File: src/point_in_polygon_crossing_unit_assert.svh
// Assertion macros shared by the point-in-polygon crossing unit files.
`ifndef POINT_IN_POLYGON_CROSSING_UNIT_ASSERT_SVH
`define POINT_IN_POLYGON_CROSSING_UNIT_ASSERT_SVH
`ifndef SYNTHESIS
`define PIPC_ASSERT_IMP(label, ante, cons) \
    label: assert property (@(posedge i_clk) disable iff (!i_rst_n) (ante) |-> (cons)) \
        else $error("pipc assertion failed");
`define PIPC_ASSERT_NXT(label, ante, cons) \
    label: assert property (@(posedge i_clk) disable iff (!i_rst_n) (ante) |=> (cons)) \
        else $error("pipc assertion failed");
`else
`define PIPC_ASSERT_IMP(label, ante, cons)
`define PIPC_ASSERT_NXT(label, ante, cons)
`endif
`endif

File: src/pipc_pkg.sv
// Shared types and constants of the point-in-polygon crossing unit.
package pipc_pkg;

    localparam int EPS_BITS     = 23;
    localparam int CFG_IDX_BITS = 2;

    localparam logic [CFG_IDX_BITS-1:0] CFG_BOUNDARY_MODE  = 2'd0;
    localparam logic [CFG_IDX_BITS-1:0] CFG_OVERLAP_RESULT = 2'd1;
    localparam logic [CFG_IDX_BITS-1:0] CFG_BOUNDARY_EPS   = 2'd2;

    typedef struct packed {
        logic                mode;
        logic [EPS_BITS-1:0] eps;
    } t_edge_cfg;

    typedef struct packed {
        logic boundary;
        logic toggle;
    } t_edge_res;

endpackage

File: src/pipc_vtx_if.sv
// Vertex input channel: valid/ready handshake with one polygon vertex and query point.
interface pipc_vtx_if #(
    parameter int COORD_BITS = 24
) ();
    logic                         valid;
    logic                         ready;
    logic signed [COORD_BITS-1:0] vertex_x;
    logic signed [COORD_BITS-1:0] vertex_y;
    logic signed [COORD_BITS-1:0] point_x;
    logic signed [COORD_BITS-1:0] point_y;
    logic                         last_of_path;
    logic                         last_of_set;

    modport source (
        output valid, vertex_x, vertex_y, point_x, point_y, last_of_path, last_of_set,
        input  ready
    );
    modport sink (
        input  valid, vertex_x, vertex_y, point_x, point_y, last_of_path, last_of_set,
        output ready
    );
endinterface

File: src/pipc_res_if.sv
// Result output channel: valid/ready handshake with the inside and boundary flags.
interface pipc_res_if ();
    logic valid;
    logic ready;
    logic is_inside;
    logic on_boundary;

    modport source (
        output valid, is_inside, on_boundary,
        input  ready
    );
    modport sink (
        input  valid, is_inside, on_boundary,
        output ready
    );
endinterface

File: src/pipc_edge_eval.sv
// Edge evaluator: boundary and crossing test of one edge on a shared multiplier.
`include "point_in_polygon_crossing_unit_assert.svh"
module pipc_edge_eval #(
    parameter int COORD_BITS = 24
) (
    input  logic                         i_clk,
    input  logic                         i_rst_n,
    input  logic                         i_start,
    input  pipc_pkg::t_edge_cfg          i_cfg,
    input  logic signed [COORD_BITS-1:0] i_x0,
    input  logic signed [COORD_BITS-1:0] i_y0,
    input  logic signed [COORD_BITS-1:0] i_x1,
    input  logic signed [COORD_BITS-1:0] i_y1,
    input  logic signed [COORD_BITS-1:0] i_qx,
    input  logic signed [COORD_BITS-1:0] i_qy,
    output logic                         o_done,
    output pipc_pkg::t_edge_res          o_res
);

    localparam int DW = COORD_BITS + 1;
    localparam int CW = (DW > pipc_pkg::EPS_BITS) ? DW : pipc_pkg::EPS_BITS;
    localparam int MW = (DW > pipc_pkg::EPS_BITS + 1) ? DW : pipc_pkg::EPS_BITS + 1;
    localparam int PW = 2 * MW;
    localparam int NW = PW + 1;

    localparam logic [2:0] ST_IDLE = 3'd0;
    localparam logic [2:0] ST_PREP = 3'd1;
    localparam logic [2:0] ST_MA   = 3'd2;
    localparam logic [2:0] ST_MB   = 3'd3;
    localparam logic [2:0] ST_MC   = 3'd4;
    localparam logic [2:0] ST_SUM  = 3'd5;
    localparam logic [2:0] ST_CMP  = 3'd6;

    function automatic logic f_near(
        input logic signed [COORD_BITS-1:0]   a,
        input logic signed [COORD_BITS-1:0]   b,
        input logic [pipc_pkg::EPS_BITS-1:0]  e
    );
        logic signed [DW-1:0] d;
        logic        [DW-1:0] m;
        d = DW'(a) - DW'(b);
        m = d[DW-1] ? -d : d;
        return CW'(m) < CW'(e);
    endfunction

    logic [2:0]           r_state, n_state;
    logic signed [DW-1:0] r_ax, r_by, r_dx, r_dy;
    logic        [DW-1:0] r_ady;
    logic signed [PW-1:0] r_prod, r_acc;
    logic signed [NW-1:0] r_num;
    logic        [NW-1:0] r_mag;
    logic                 r_flip;
    logic                 r_done;
    pipc_pkg::t_edge_res  r_res;

    logic signed [MW-1:0] w_opa, w_opb;
    logic signed [PW-1:0] w_prod;
    logic                 w_hit, w_hline, w_sa, w_sb, w_straddle, w_bnd;
    logic                 w_nx0, w_nx1;

    assign w_nx0   = f_near(i_qx, i_x0, i_cfg.eps);
    assign w_nx1   = f_near(i_qx, i_x1, i_cfg.eps);
    assign w_hline = f_near(i_y0, i_y1, i_cfg.eps) && f_near(i_y1, i_qy, i_cfg.eps);
    assign w_sa    = (i_qx > i_x1 || w_nx1) && (i_qx < i_x0 || w_nx0);
    assign w_sb    = (i_qx > i_x0 || w_nx0) && (i_qx < i_x1 || w_nx1);
    assign w_hit   = (w_nx1 && f_near(i_qy, i_y1, i_cfg.eps)) || (w_hline && (w_sa || w_sb));
    assign w_straddle = (i_y0 <= i_qy && i_qy < i_y1) || (i_y1 <= i_qy && i_qy < i_y0);

    always_comb begin
        case (r_state)
            ST_MA: begin
                w_opa = MW'(r_ax);
                w_opb = MW'(r_dy);
            end
            ST_MB: begin
                w_opa = MW'(r_by);
                w_opb = MW'(r_dx);
            end
            ST_MC: begin
                w_opa = MW'({1'b0, i_cfg.eps});
                w_opb = MW'({1'b0, r_ady});
            end
            default: begin
                w_opa = '0;
                w_opb = '0;
            end
        endcase
    end

    assign w_prod = w_opa * w_opb;
    assign w_bnd  = i_cfg.mode && (r_mag < {1'b0, r_prod});

    always_comb begin
        n_state = r_state;
        case (r_state)
            ST_IDLE: if (i_start) n_state = ST_PREP;
            ST_PREP: begin
                if ((i_cfg.mode && w_hit) || !w_straddle) begin
                    n_state = ST_IDLE;
                end else begin
                    n_state = ST_MA;
                end
            end
            ST_MA:   n_state = ST_MB;
            ST_MB:   n_state = ST_MC;
            ST_MC:   n_state = ST_SUM;
            ST_SUM:  n_state = ST_CMP;
            ST_CMP:  n_state = ST_IDLE;
            default: n_state = ST_IDLE;
        endcase
    end

    always_ff @(posedge i_clk) begin
        if (!i_rst_n) begin
            r_state <= ST_IDLE;
            r_done  <= 1'b0;
        end else begin
            r_state <= n_state;
            r_done  <= (r_state == ST_PREP && n_state == ST_IDLE) || (r_state == ST_CMP);
        end
    end

    always_ff @(posedge i_clk) begin
        case (r_state)
            ST_PREP: begin
                r_ax  <= DW'(i_x0) - DW'(i_qx);
                r_by  <= DW'(i_qy) - DW'(i_y0);
                r_dx  <= DW'(i_x1) - DW'(i_x0);
                r_dy  <= DW'(i_y1) - DW'(i_y0);
                r_res <= '{boundary: i_cfg.mode && w_hit, toggle: 1'b0};
            end
            ST_MA: begin
                r_prod <= w_prod;
                r_ady  <= r_dy[DW-1] ? -r_dy : r_dy;
            end
            ST_MB: begin
                r_acc  <= r_prod;
                r_prod <= w_prod;
            end
            ST_MC: begin
                r_num  <= NW'(r_acc) + NW'(r_prod);
                r_prod <= w_prod;
            end
            ST_SUM: begin
                r_mag  <= r_num[NW-1] ? -r_num : r_num;
                r_flip <= r_dy[DW-1] ? (!r_num[NW-1] && r_num != '0) : r_num[NW-1];
            end
            ST_CMP: begin
                r_res <= '{boundary: w_bnd, toggle: !w_bnd && r_flip};
            end
            default: begin
            end
        endcase
    end

    assign o_done = r_done;
    assign o_res  = r_res;

    `PIPC_ASSERT_NXT(a_done_pulse, o_done, !o_done)
    `PIPC_ASSERT_IMP(a_res_excl, o_done, !(o_res.boundary && o_res.toggle))
    `PIPC_ASSERT_IMP(a_mb_after_ma, r_state == ST_MB, $past(r_state) == ST_MA)
    `PIPC_ASSERT_IMP(a_done_idle, o_done, r_state == ST_IDLE)

endmodule

File: src/point_in_polygon_crossing_unit.sv
// Top level of the streamed even-odd point-in-polygon crossing unit.
//
//  channel  | dir | handshake          | payload
//  ---------+-----+--------------------+---------------------------------------------
//  i_vtx    | in  | valid/ready        | vertex_x/y, point_x/y, last_of_path/set
//  o_res    | out | valid/ready        | is_inside, on_boundary
//  i_cfg_*  | in  | write enable only  | i_cfg_idx, i_cfg_data
//
//  A vertex that opens a path without closing it runs no edge.
//  Any other vertex runs its edges in turn, on the shared multiplier unless the
//  compares alone settle an edge; a vertex that closes a path also runs its closing edge.
//  After its edges, a set's last vertex moves its result into the output register,
//  and stalls there only while the previous result still waits for its transfer.
//  Synchronous active-low reset; no clearing pass.
`include "point_in_polygon_crossing_unit_assert.svh"
module point_in_polygon_crossing_unit #(
    parameter int COORD_BITS = 24
) (
    input  logic                                   i_clk,
    input  logic                                   i_rst_n,
    pipc_vtx_if.sink                               i_vtx,
    pipc_res_if.source                             o_res,
    input  logic                                   i_cfg_we,
    input  logic [pipc_pkg::CFG_IDX_BITS-1:0]      i_cfg_idx,
    input  logic [pipc_pkg::EPS_BITS-1:0]          i_cfg_data
);

    localparam logic [1:0] T_IDLE   = 2'd0;
    localparam logic [1:0] T_LAUNCH = 2'd1;
    localparam logic [1:0] T_WAIT   = 2'd2;
    localparam logic [1:0] T_OUT    = 2'd3;

    logic [1:0]                   r_state, n_state;
    logic                         r_mode, r_ovl;
    logic [pipc_pkg::EPS_BITS-1:0] r_eps;
    logic signed [COORD_BITS-1:0] r_qx, r_qy, r_sx, r_sy, r_px, r_py;
    logic signed [COORD_BITS-1:0] r_ex0, r_ey0, r_ex1, r_ey1;
    logic                         r_await_first, r_await_set;
    logic                         r_parity, r_seen;
    logic                         r_close_pend, r_end_set;
    logic                         r_out_vld, r_out_inside, r_out_bnd;

    logic                         w_accept, w_first, w_close, w_done, w_out_free;
    logic signed [COORD_BITS-1:0] w_vx, w_vy;
    pipc_pkg::t_edge_cfg          w_cfg;
    pipc_pkg::t_edge_res          w_res;

    assign w_vx       = i_vtx.vertex_x;
    assign w_vy       = i_vtx.vertex_y;
    assign w_accept   = i_vtx.valid && (r_state == T_IDLE);
    assign w_first    = r_await_set || r_await_first;
    assign w_close    = i_vtx.last_of_path || i_vtx.last_of_set;
    assign w_cfg      = '{mode: r_mode, eps: r_eps};
    assign w_out_free = !r_out_vld || o_res.ready;

    pipc_edge_eval #(
        .COORD_BITS (COORD_BITS)
    ) u_edge (
        .i_clk   (i_clk),
        .i_rst_n (i_rst_n),
        .i_start (r_state == T_LAUNCH),
        .i_cfg   (w_cfg),
        .i_x0    (r_ex0),
        .i_y0    (r_ey0),
        .i_x1    (r_ex1),
        .i_y1    (r_ey1),
        .i_qx    (r_qx),
        .i_qy    (r_qy),
        .o_done  (w_done),
        .o_res   (w_res)
    );

    always_comb begin
        n_state = r_state;
        case (r_state)
            T_IDLE:   if (w_accept && (!w_first || w_close)) n_state = T_LAUNCH;
            T_LAUNCH: n_state = T_WAIT;
            T_WAIT: begin
                if (w_done) begin
                    if (r_close_pend) begin
                        n_state = T_LAUNCH;
                    end else if (r_end_set) begin
                        n_state = T_OUT;
                    end else begin
                        n_state = T_IDLE;
                    end
                end
            end
            T_OUT:    if (w_out_free) n_state = T_IDLE;
            default:  n_state = T_IDLE;
        endcase
    end

    always_ff @(posedge i_clk) begin
        if (!i_rst_n) begin
            r_state       <= T_IDLE;
            r_mode        <= 1'b0;
            r_ovl         <= 1'b0;
            r_eps         <= pipc_pkg::EPS_BITS'(1);
            r_await_first <= 1'b1;
            r_await_set   <= 1'b1;
            r_parity      <= 1'b0;
            r_seen        <= 1'b0;
            r_close_pend  <= 1'b0;
            r_end_set     <= 1'b0;
            r_out_vld     <= 1'b0;
        end else begin
            r_state <= n_state;
            if (i_cfg_we) begin
                case (i_cfg_idx)
                    pipc_pkg::CFG_BOUNDARY_MODE:  r_mode <= i_cfg_data[0];
                    pipc_pkg::CFG_OVERLAP_RESULT: r_ovl  <= i_cfg_data[0];
                    pipc_pkg::CFG_BOUNDARY_EPS:   r_eps  <= i_cfg_data;
                    default: begin
                    end
                endcase
            end
            if (w_accept) begin
                r_await_first <= w_close;
                r_await_set   <= i_vtx.last_of_set;
                r_end_set     <= i_vtx.last_of_set;
                r_close_pend  <= !w_first && w_close;
                if (r_await_set) begin
                    r_parity <= 1'b0;
                    r_seen   <= 1'b0;
                end
            end else if (r_state == T_WAIT && w_done) begin
                r_parity     <= r_parity ^ w_res.toggle;
                r_seen       <= r_seen | w_res.boundary;
                r_close_pend <= 1'b0;
            end
            if (r_state == T_OUT && w_out_free) begin
                r_out_vld <= 1'b1;
            end else if (o_res.ready) begin
                r_out_vld <= 1'b0;
            end
        end
    end

    always_ff @(posedge i_clk) begin
        if (w_accept) begin
            if (r_await_set) begin
                r_qx <= i_vtx.point_x;
                r_qy <= i_vtx.point_y;
            end
            if (w_first) begin
                r_sx <= w_vx;
                r_sy <= w_vy;
            end
            r_px <= w_vx;
            r_py <= w_vy;
            if (!w_first) begin
                r_ex0 <= r_px;
                r_ey0 <= r_py;
            end else begin
                r_ex0 <= w_vx;
                r_ey0 <= w_vy;
            end
            r_ex1 <= w_vx;
            r_ey1 <= w_vy;
        end else if (r_state == T_WAIT && w_done && r_close_pend) begin
            r_ex0 <= r_px;
            r_ey0 <= r_py;
            r_ex1 <= r_sx;
            r_ey1 <= r_sy;
        end
        if (r_state == T_OUT && w_out_free) begin
            r_out_inside <= r_seen ? r_ovl : r_parity;
            r_out_bnd    <= r_seen;
        end
    end

    assign i_vtx.ready       = (r_state == T_IDLE);
    assign o_res.valid       = r_out_vld;
    assign o_res.is_inside   = r_out_inside;
    assign o_res.on_boundary = r_out_bnd;

    `PIPC_ASSERT_IMP(a_done_in_wait, w_done, r_state == T_WAIT)
    `PIPC_ASSERT_IMP(a_load_no_pend, r_state == T_OUT, !r_close_pend && r_end_set)
    `PIPC_ASSERT_IMP(a_load_set_closed, r_state == T_OUT, r_await_set && r_await_first)
    `PIPC_ASSERT_NXT(a_out_hold, o_res.valid && !o_res.ready, o_res.valid)
    `PIPC_ASSERT_NXT(a_out_stable_in, o_res.valid && !o_res.ready, $stable(o_res.is_inside))
    `PIPC_ASSERT_NXT(a_out_stable_bnd, o_res.valid && !o_res.ready, $stable(o_res.on_boundary))

endmodule

File: src/flat_wrapper.sv
// flat-port wrapper written by rule: the top's interface ports become plain ports
module point_in_polygon_crossing_unit_flat 
#(
    parameter int COORD_BITS = 24
)
  (i_clk, i_rst_n, i_cfg_we, i_cfg_idx, i_cfg_data, i_vtx_valid, i_vtx_vertex_x, i_vtx_vertex_y, i_vtx_point_x, i_vtx_point_y, i_vtx_last_of_path, i_vtx_last_of_set, i_vtx_ready, o_res_valid, o_res_is_inside, o_res_on_boundary, o_res_ready);
  pipc_vtx_if #(.COORD_BITS(COORD_BITS)) i_vtx_i ();
  pipc_res_if o_res_i ();
  input  logic i_clk;
  input  logic i_rst_n;
  input  logic i_cfg_we;
  input  logic [pipc_pkg::CFG_IDX_BITS-1:0] i_cfg_idx;
  input  logic [pipc_pkg::EPS_BITS-1:0] i_cfg_data;
  input wire logic [$bits(i_vtx_i.valid)-1:0] i_vtx_valid;
  input wire logic [$bits(i_vtx_i.vertex_x)-1:0] i_vtx_vertex_x;
  input wire logic [$bits(i_vtx_i.vertex_y)-1:0] i_vtx_vertex_y;
  input wire logic [$bits(i_vtx_i.point_x)-1:0] i_vtx_point_x;
  input wire logic [$bits(i_vtx_i.point_y)-1:0] i_vtx_point_y;
  input wire logic [$bits(i_vtx_i.last_of_path)-1:0] i_vtx_last_of_path;
  input wire logic [$bits(i_vtx_i.last_of_set)-1:0] i_vtx_last_of_set;
  output wire logic [$bits(i_vtx_i.ready)-1:0] i_vtx_ready;
  output wire logic [$bits(o_res_i.valid)-1:0] o_res_valid;
  output wire logic [$bits(o_res_i.is_inside)-1:0] o_res_is_inside;
  output wire logic [$bits(o_res_i.on_boundary)-1:0] o_res_on_boundary;
  input wire logic [$bits(o_res_i.ready)-1:0] o_res_ready;
  assign i_vtx_i.valid = i_vtx_valid;
  assign i_vtx_i.vertex_x = i_vtx_vertex_x;
  assign i_vtx_i.vertex_y = i_vtx_vertex_y;
  assign i_vtx_i.point_x = i_vtx_point_x;
  assign i_vtx_i.point_y = i_vtx_point_y;
  assign i_vtx_i.last_of_path = i_vtx_last_of_path;
  assign i_vtx_i.last_of_set = i_vtx_last_of_set;
  assign i_vtx_ready = i_vtx_i.ready;
  assign o_res_valid = o_res_i.valid;
  assign o_res_is_inside = o_res_i.is_inside;
  assign o_res_on_boundary = o_res_i.on_boundary;
  assign o_res_i.ready = o_res_ready;
  point_in_polygon_crossing_unit #(.COORD_BITS(COORD_BITS)) u_core (.i_clk(i_clk), .i_rst_n(i_rst_n), .i_vtx(i_vtx_i), .o_res(o_res_i), .i_cfg_we(i_cfg_we), .i_cfg_idx(i_cfg_idx), .i_cfg_data(i_cfg_data));
endmodule
File: config.mk
export PLATFORM = sky130hd
export DESIGN_NAME = point_in_polygon_crossing_unit_flat
export DESIGN_NICKNAME = d
export VERILOG_FILES = /design/src/pipc_pkg.sv /design/src/pipc_vtx_if.sv /design/src/pipc_res_if.sv /design/src/pipc_edge_eval.sv /design/src/point_in_polygon_crossing_unit.sv /design/src/flat_wrapper.sv
export VERILOG_INCLUDE_DIRS = /design/src /design/src/src
export SDC_FILE = /design/constraint.sdc
export NUM_CORES = 2
export LEC_CHECK = 0
export BUFFER_PORTS_ARGS = -buffer_cell sky130_fd_sc_hd__buf_2
export CAP_MARGIN = 20
export CORE_MARGIN = 1
export CORE_UTILIZATION = 60
export CTS_BUF_LIST = sky130_fd_sc_hd__clkbuf_16
export CTS_CLUSTER_DIAMETER = 200
export DETAILED_ROUTE_END_ITERATION = 12
export HOLD_SLACK_MARGIN = 0.12
export PLACE_DENSITY = 0.77
export SYNTH_ARGS = -nofsm -noshare
export SYNTH_HDL_FRONTEND = slang
export SYNTH_HIERARCHICAL = 1
export SYNTH_SLANG_ARGS = --single-unit
File: constraint.sdc
create_clock -name i_clk -period 16.8 [get_ports i_clk]
set_clock_uncertainty 0.15 [all_clocks]
set_input_delay 0 -clock i_clk [delete_from_list [all_inputs] [get_ports i_clk]]
set_output_delay 0 -clock i_clk [all_outputs]
set_load 0.03 [all_outputs]
**After elaboration in Yosys (flattened, before gate mapping)**

Cells that the tools add are included.

- Output and inout port bits: 4
- Bits of input ports: 128
- Logic and storage cells: 181
- Register bits: 610

- Multiply operators: 1
- Magnitude comparators: 14
- Bitwise gates (word level): 2
- Reduce and logical (&&, ||, !) cells: 53
- $add $sub $neg: 17
- Equality and inequality tests: 15
- Mux-type cells: 40

Operators with widths:

| operator | count |
|---|---|
| 2-to-1 mux 24 bit | 11 |
| subtractor 24 x 24 -> 25 bit | 9 |
| negation 25 bit | 6 |
| one-hot mux 25 bit (3 select lines) | 2 |
| less-than comparator 25 x 23 -> 1 bit | 5 |
| 2-to-1 mux 25 bit | 5 |
| less-than comparator 24 bit | 4 |
| adder 50 x 50 -> 51 bit | 1 |
| less-than comparator 51 x 50 -> 1 bit | 1 |
| negation 51 bit | 1 |
| nonzero test 51 bit | 1 |
| multiplier 25 x 25 -> 50 bit | 1 |
| 2-to-1 mux 50 bit | 1 |
| > comparator 24 bit | 2 |
| <= comparator 24 bit | 2 |
| logical AND 1 bit | 18 |
| one-hot mux 3 bit (6 select lines) | 1 |
| logical OR 1 bit | 13 |
| 2-to-1 mux 2 bit | 6 |
| AND reduction 2 bit | 6 |
| 2-to-1 mux 1 bit | 11 |
| equality test 3 bit (second input constant) | 3 |
| one-hot mux 2 bit (4 select lines) | 1 |
| nonzero test 2 bit | 4 |
| 15 further kinds | 27 |

**Longest topological paths before layout**

- Word-level depth: 16
- Mapped depth: 37
- Depth with buffers taken out: 32

**Cells and area by module**

The synthesis kept the hierarchy.

By module, submodules not included:

| module | cells an instance | area an instance (um^2) | instances | seq. area each (um^2) |
|---|---|---|---|---|
| pipc_edge_eval | 6089 | 54622.4 | 1 | 9989.6 |
| point_in_polygon_crossing_unit | 610 | 9759.4 | 1 | 7947.6 |

**Worst setup path after synthesis**

OpenSTA, ideal clock, no wires.

- Path kind: reg-to-reg
- Start: reg u_core.u_edge.r_state[2]
- End: reg u_core.u_edge.r_prod[49], data pin
- Arrival: 10488 ps
- Period minus slack after synthesis: 10900 ps
- Library setup time: 263 ps
- Slack: 5900 ps
- Stages on the path, launching flop included: 32
- Path buffers: 5
- Path through: dfxtp_1 clkbuf_1 nor2b_1 clkbuf_1 and2_1 clkbuf_1 clkbuf_1 buf_1 a21oi_1 nor2_1 fa_1 fa_1 fa_1 inv_1 fa_1 fa_1 inv_1 fa_1 fa_1 ha_1 nand3_1 nor2_1 a211o_1 a221o_1 a211o_1 a21o_1 or4_1 a211o_1 a221o_1 a21o_1 a311oi_1 xnor2_1

- Cells in the longest elaborated chain, start to end: 3
- Elaborated cells between the ends (all ways): 6

Ends and longest elaborated chain:

| element | RTL line | text |
|---|---|---|
| start, declared | pipc_edge_eval.sv:46 | `logic [2:0] r_state, n_state;` |
| start signal, assigned | pipc_edge_eval.sv:118 | `r_state <= n_state;` |
| equality test 3 bit or equality test 3 x 2 -> 1 bit (tied branches) | pipc_edge_eval.sv:70 | `case (r_state)` |
| one-hot mux 25 bit (3 select lines) | pipc_edge_eval.sv:70 |  |
| multiplier 25 x 25 -> 50 bit * | pipc_edge_eval.sv:90 | `assign w_prod = w_opa * w_opb;` |
| via u_core.u_edge.w_prod[49] | pipc_edge_eval.sv:57 | `logic signed [PW-1:0] w_prod;` |
| end signal, assigned | pipc_edge_eval.sv:133 | `r_prod <= w_prod;` |
| end signal, assigned | pipc_edge_eval.sv:138 | `r_prod <= w_prod;` |
| end signal, assigned | pipc_edge_eval.sv:142 | `r_prod <= w_prod;` |
| end, declared | pipc_edge_eval.sv:49 | `logic signed [PW-1:0] r_prod, r_acc;` |

Mark *: on every way through the listed nets, which the timed path passes. The rest lies on a longest branch.
A chain may end at the register's enable or synchronous reset.

**Worst setup path in the final report**

- Start: reg u_core.u_edge.r_state[1]
- End: reg u_core.u_edge.r_prod[49], data pin

The elaborated chain is that of the path after synthesis.

==> run metrics <==
Slew Limit Fails=0; Vias/cell=6.079; Post-Syn Instances=6699; Final setup viols=0; largest family of logic cells by synthesized area=adder cells; Worst setup SP type=flip-flop; HP Class=input pin to flip-flop; fin crit period=10.88 ns; max_cap viols=0; Die Height=329.6 um; Storage cell area=17940 um2; Sum Neg Setup Slack=0 ns; fraction of registers with async set/reset=0; mux share of post-synthesis cell area=0.01123; DRT Wirelength=190.2 mm; critical path class=flip-flop to flip-flop; critical path startpoint=u_core/u_edge/r_state[1]$_SDFF_PN0_; initial core utilization=0.6082; sequential power share=0.353; routed len/inst=22.41 um; hpwl dp=146.5 mm; Fill cells=8014; Top Ports=132; Slew Limit Headroom=0.2058; fmax=91.89 MHz; Synth Area per Inst=9.611 um2; first-pass GRT wire length=291.8 mm; buffer depth of the longest clock path=3; Critical Path AT=11.11 ns; pre-CTS WS=6.029 ns; # H-tree levels=3; setup ws final=5.918 ns; Post-Syn Area=64380 um2; Tightest Pin Transition=1.191 ns; Port Buf Inserts=131; root buffer cell=clkbuf_16; unrepaired setup endpoints after global routing=false; placeable core area=105900 um2; clk sinks=610; initial antenna violation count=3; NumNets Final=8411; Final period util=0.6478; VDD IR max=0.1007 mV; Post-Synth Simple-Gate Area=0.1327; Yosys Warn Count=6; Synth Area in Compound Gates=0.1278; Worst setup EP type=flip-flop; post-synthesis sequential element count=610; area of the multi-input gates=42040 um2; Hold Startpoint=i_rst_n; Die ar.=108600 um2; Remaining DRCs=0; Core Util, Final=0.6781; combinational power share=0.356; largest net degree at the start of global routing=90; Power Density=73.44 nW/um2; library cells used by synthesis=92; FP Rows=119; Max FO, Critical Path=89; clk_lat worst skew=0.68 ns; gpl congestion=1.049; P_leak=31.51 nW; slowest stage delay, CP=0.87 ns; Die X=329.6 um; Crit path top cell by count=fa_1; detailed-route via count=51600; status=finished clean; Area Overhead vs Synth=11.50%; CTS tree=done; CTS clk-pin slew, worst paths=0.06 ns; vias in the first global route=51940; origin of the critical flop-to-flop path=u_core/u_edge/r_state[1]$_SDFF_PN0_; Clk network pwr share=0.291; antenna viol nets, final=0; Sw Ratio=0.3572; first drt pass iteration count=9; Post-Synth XOR/XNOR Area=0.05972; drt initial violations=5187; GRT Overall Usage=0.3517; Crit-path slowest cell=buf_4; # Post-CTS Setup Buffers=0; TritonCTS Buffers=70; Hold Vio Cnt, Final=0; commonest non-fill, non-tap cells in the layout=979 x inv_1, 774 x nand2_1, 668 x fa_1; internal power=0.003389 W; commonest non-fill, non-tap cell in the layout=inv_1; share of cells above drive strength 1=0.06300; sequential area share after synthesis=0.2786; worst path required time=17.03 ns; total gr overflow=0; fraction of the mapped netlist area in adder cells=0.3197; count of flip-flops with a built-in enable after synthesis=572; Post-Syn Nets=8071; Main synth FF type=edfxtp_1; switching pwr=0.001883 W
final cells by class:
cell class / count / area share
Inverter: 967 / 0.05060
Sequential cell: 610 / 0.2499
Tap cell: 1391 / 0.02424
Antenna cell: 2 / 0.00006972
Multi-Input combinational cell: 4895 / 0.5856
Clock inverter: 57 / 0.007338
Clock buffer: 71 / 0.02475
Timing Repair Buffer: 495 / 0.05752
cells in the mapped netlist, types with 9 or more instances:
library cell / number / share of area
a2111oi_0: 12 / 0.0016
a211o_1: 11 / 0.0015
a211oi_1: 32 / 0.0037
a21boi_0: 29 / 0.0034
a21o_1: 204 / 0.024
a21oi_1: 379 / 0.029
a221o_1: 10 / 0.0016
a22oi_1: 60 / 0.0070
a31o_2: 20 / 0.0027
a31oi_1: 46 / 0.0045
and2_1: 48 / 0.0047
and3_1: 50 / 0.0049
buf_1: 12 / 0.00070
clkbuf_1: 202 / 0.012
dfxtp_1: 38 / 0.012
edfxtp_1: 572 / 0.27
fa_1: 668 / 0.21
ha_1: 576 / 0.11
inv_1: 965 / 0.056
mux2_1: 9 / 0.0016
mux2_2: 49 / 0.0086
nand2_1: 775 / 0.045
nand2b_1: 71 / 0.0069
nand3_1: 69 / 0.0054
nand3b_1: 9 / 0.0010
nand4_1: 52 / 0.0051
nor2_1: 511 / 0.030
nor2b_1: 85 / 0.0083
nor3_1: 67 / 0.0052
nor3b_1: 13 / 0.0015
nor4_1: 18 / 0.0017
o2111ai_1: 10 / 0.0014
o211ai_1: 19 / 0.0022
o21a_1: 49 / 0.0057
o21ai_0: 221 / 0.017
o21ai_1: 13 / 0.0010
o21bai_1: 20 / 0.0023
o22ai_1: 9 / 0.00087
o31ai_1: 40 / 0.0047
o41ai_1: 20 / 0.0027
or2_2: 19 / 0.0018
or3_1: 22 / 0.0021
or4_1: 19 / 0.0022
xnor2_1: 307 / 0.042
xor2_1: 132 / 0.018
metal layers:
metal / vias to the layer above / global-route usage / share of wire
li1: 23170 / - / -
met1: 25080 / 0.4442 / 0.38
met2: 2767 / 0.5752 / 0.46
met3: 581 / 0.07190 / 0.099
met4: 6 / 0.1770 / 0.060
met5: - / 0 / 0.00040
power by group through the flow:
stage                     registers (W)  clock network, W  logic, W
after floorplan                 0.00184                 0   0.00130
after global placement          0.00188                 0   0.00172
after detailed placement        0.00189                 0   0.00175
after CTS                       0.00186           0.00155   0.00182
after global routing            0.00186           0.00161   0.00204
final                           0.00186           0.00153   0.00188
sequential cells by signal (all words and copies together) (netlist names), 3 cells and up:
register and cells:
u_core/r_eps 23, u_core/r_ex0 24, u_core/r_ex1 24, u_core/r_ey0 24, u_core/r_ey1 24, u_core/r_px 24, u_core/r_py 24, u_core/r_qx 24
u_core/r_qy 24, u_core/r_sx 24, u_core/r_sy 24, u_core/u_edge/r_acc 50, u_core/u_edge/r_ady 25, u_core/u_edge/r_ax 25, u_core/u_edge/r_by 25, u_core/u_edge/r_dx 25
u_core/u_edge/r_dy 25, u_core/u_edge/r_mag 51, u_core/u_edge/r_num 51, u_core/u_edge/r_prod 50, u_core/u_edge/r_state 3
through the flow:
stage / instance area (um2) / cells / hold WS (ns) / total power [W]
after floorplan: 64380 / 6699 / -0.05113 / 0.003148
after global placement: 66540 / 8065 / 0.02609 / 0.003601
after detailed placement: 66540 / 8065 / 0.02808 / 0.003642
after CTS: 71760 / 8484 / 0.1590 / 0.005223
after global routing: 71790 / 8487 / 0.2610 / 0.005508
final: 71790 / 8488 / 0.2526 / 0.005272
worst max-delay path: cells and delay by family (launching register included):
family                     cells  cell delay, ns
AOI/OAI and AO/OA              9            3.30
xor gates and xnor gates       1            0.10
adders and majority gates      8            3.94
buffers and inverters          4            1.03
DFF                            1            0.48
and+or+nand+nor                6            1.54
final timing paths:
| kind | end | slack, ns | cells after the start |
|---|---|---|---|
| max | u_core/u_edge/r_prod[49]$_DFFE_PP_ | 5.92 | 28 |
| min | u_core/r_close_pend$_SDFFE_PN0P_ | 0.25 | 4 |
| max reg2reg | u_core/u_edge/r_prod[49]$_DFFE_PP_ | 5.92 | 28 |
| min reg2reg | u_core/u_edge/r_acc[1]$_DFFE_PN_ | 0.34 | 0 |
timing repair:
| item | CTS | global route |
|---|---|---|
| resized for setup | 0 | 0 |
| hold buffers | 291 | 0 |
| endpoints found under the hold margin | 302 | 0 |
kinds of logic after synthesis:
family | count (synthesis)
AO/OA/AOI/OAI | 1274
XOR/XNOR | 439
adder cells (fa/ha/maj) | 1244
buffers and inverters | 1194
flip-flops | 610
multiplexers | 65
AND/OR/NAND/NOR | 1873
(Power assumes the default switching activity.)
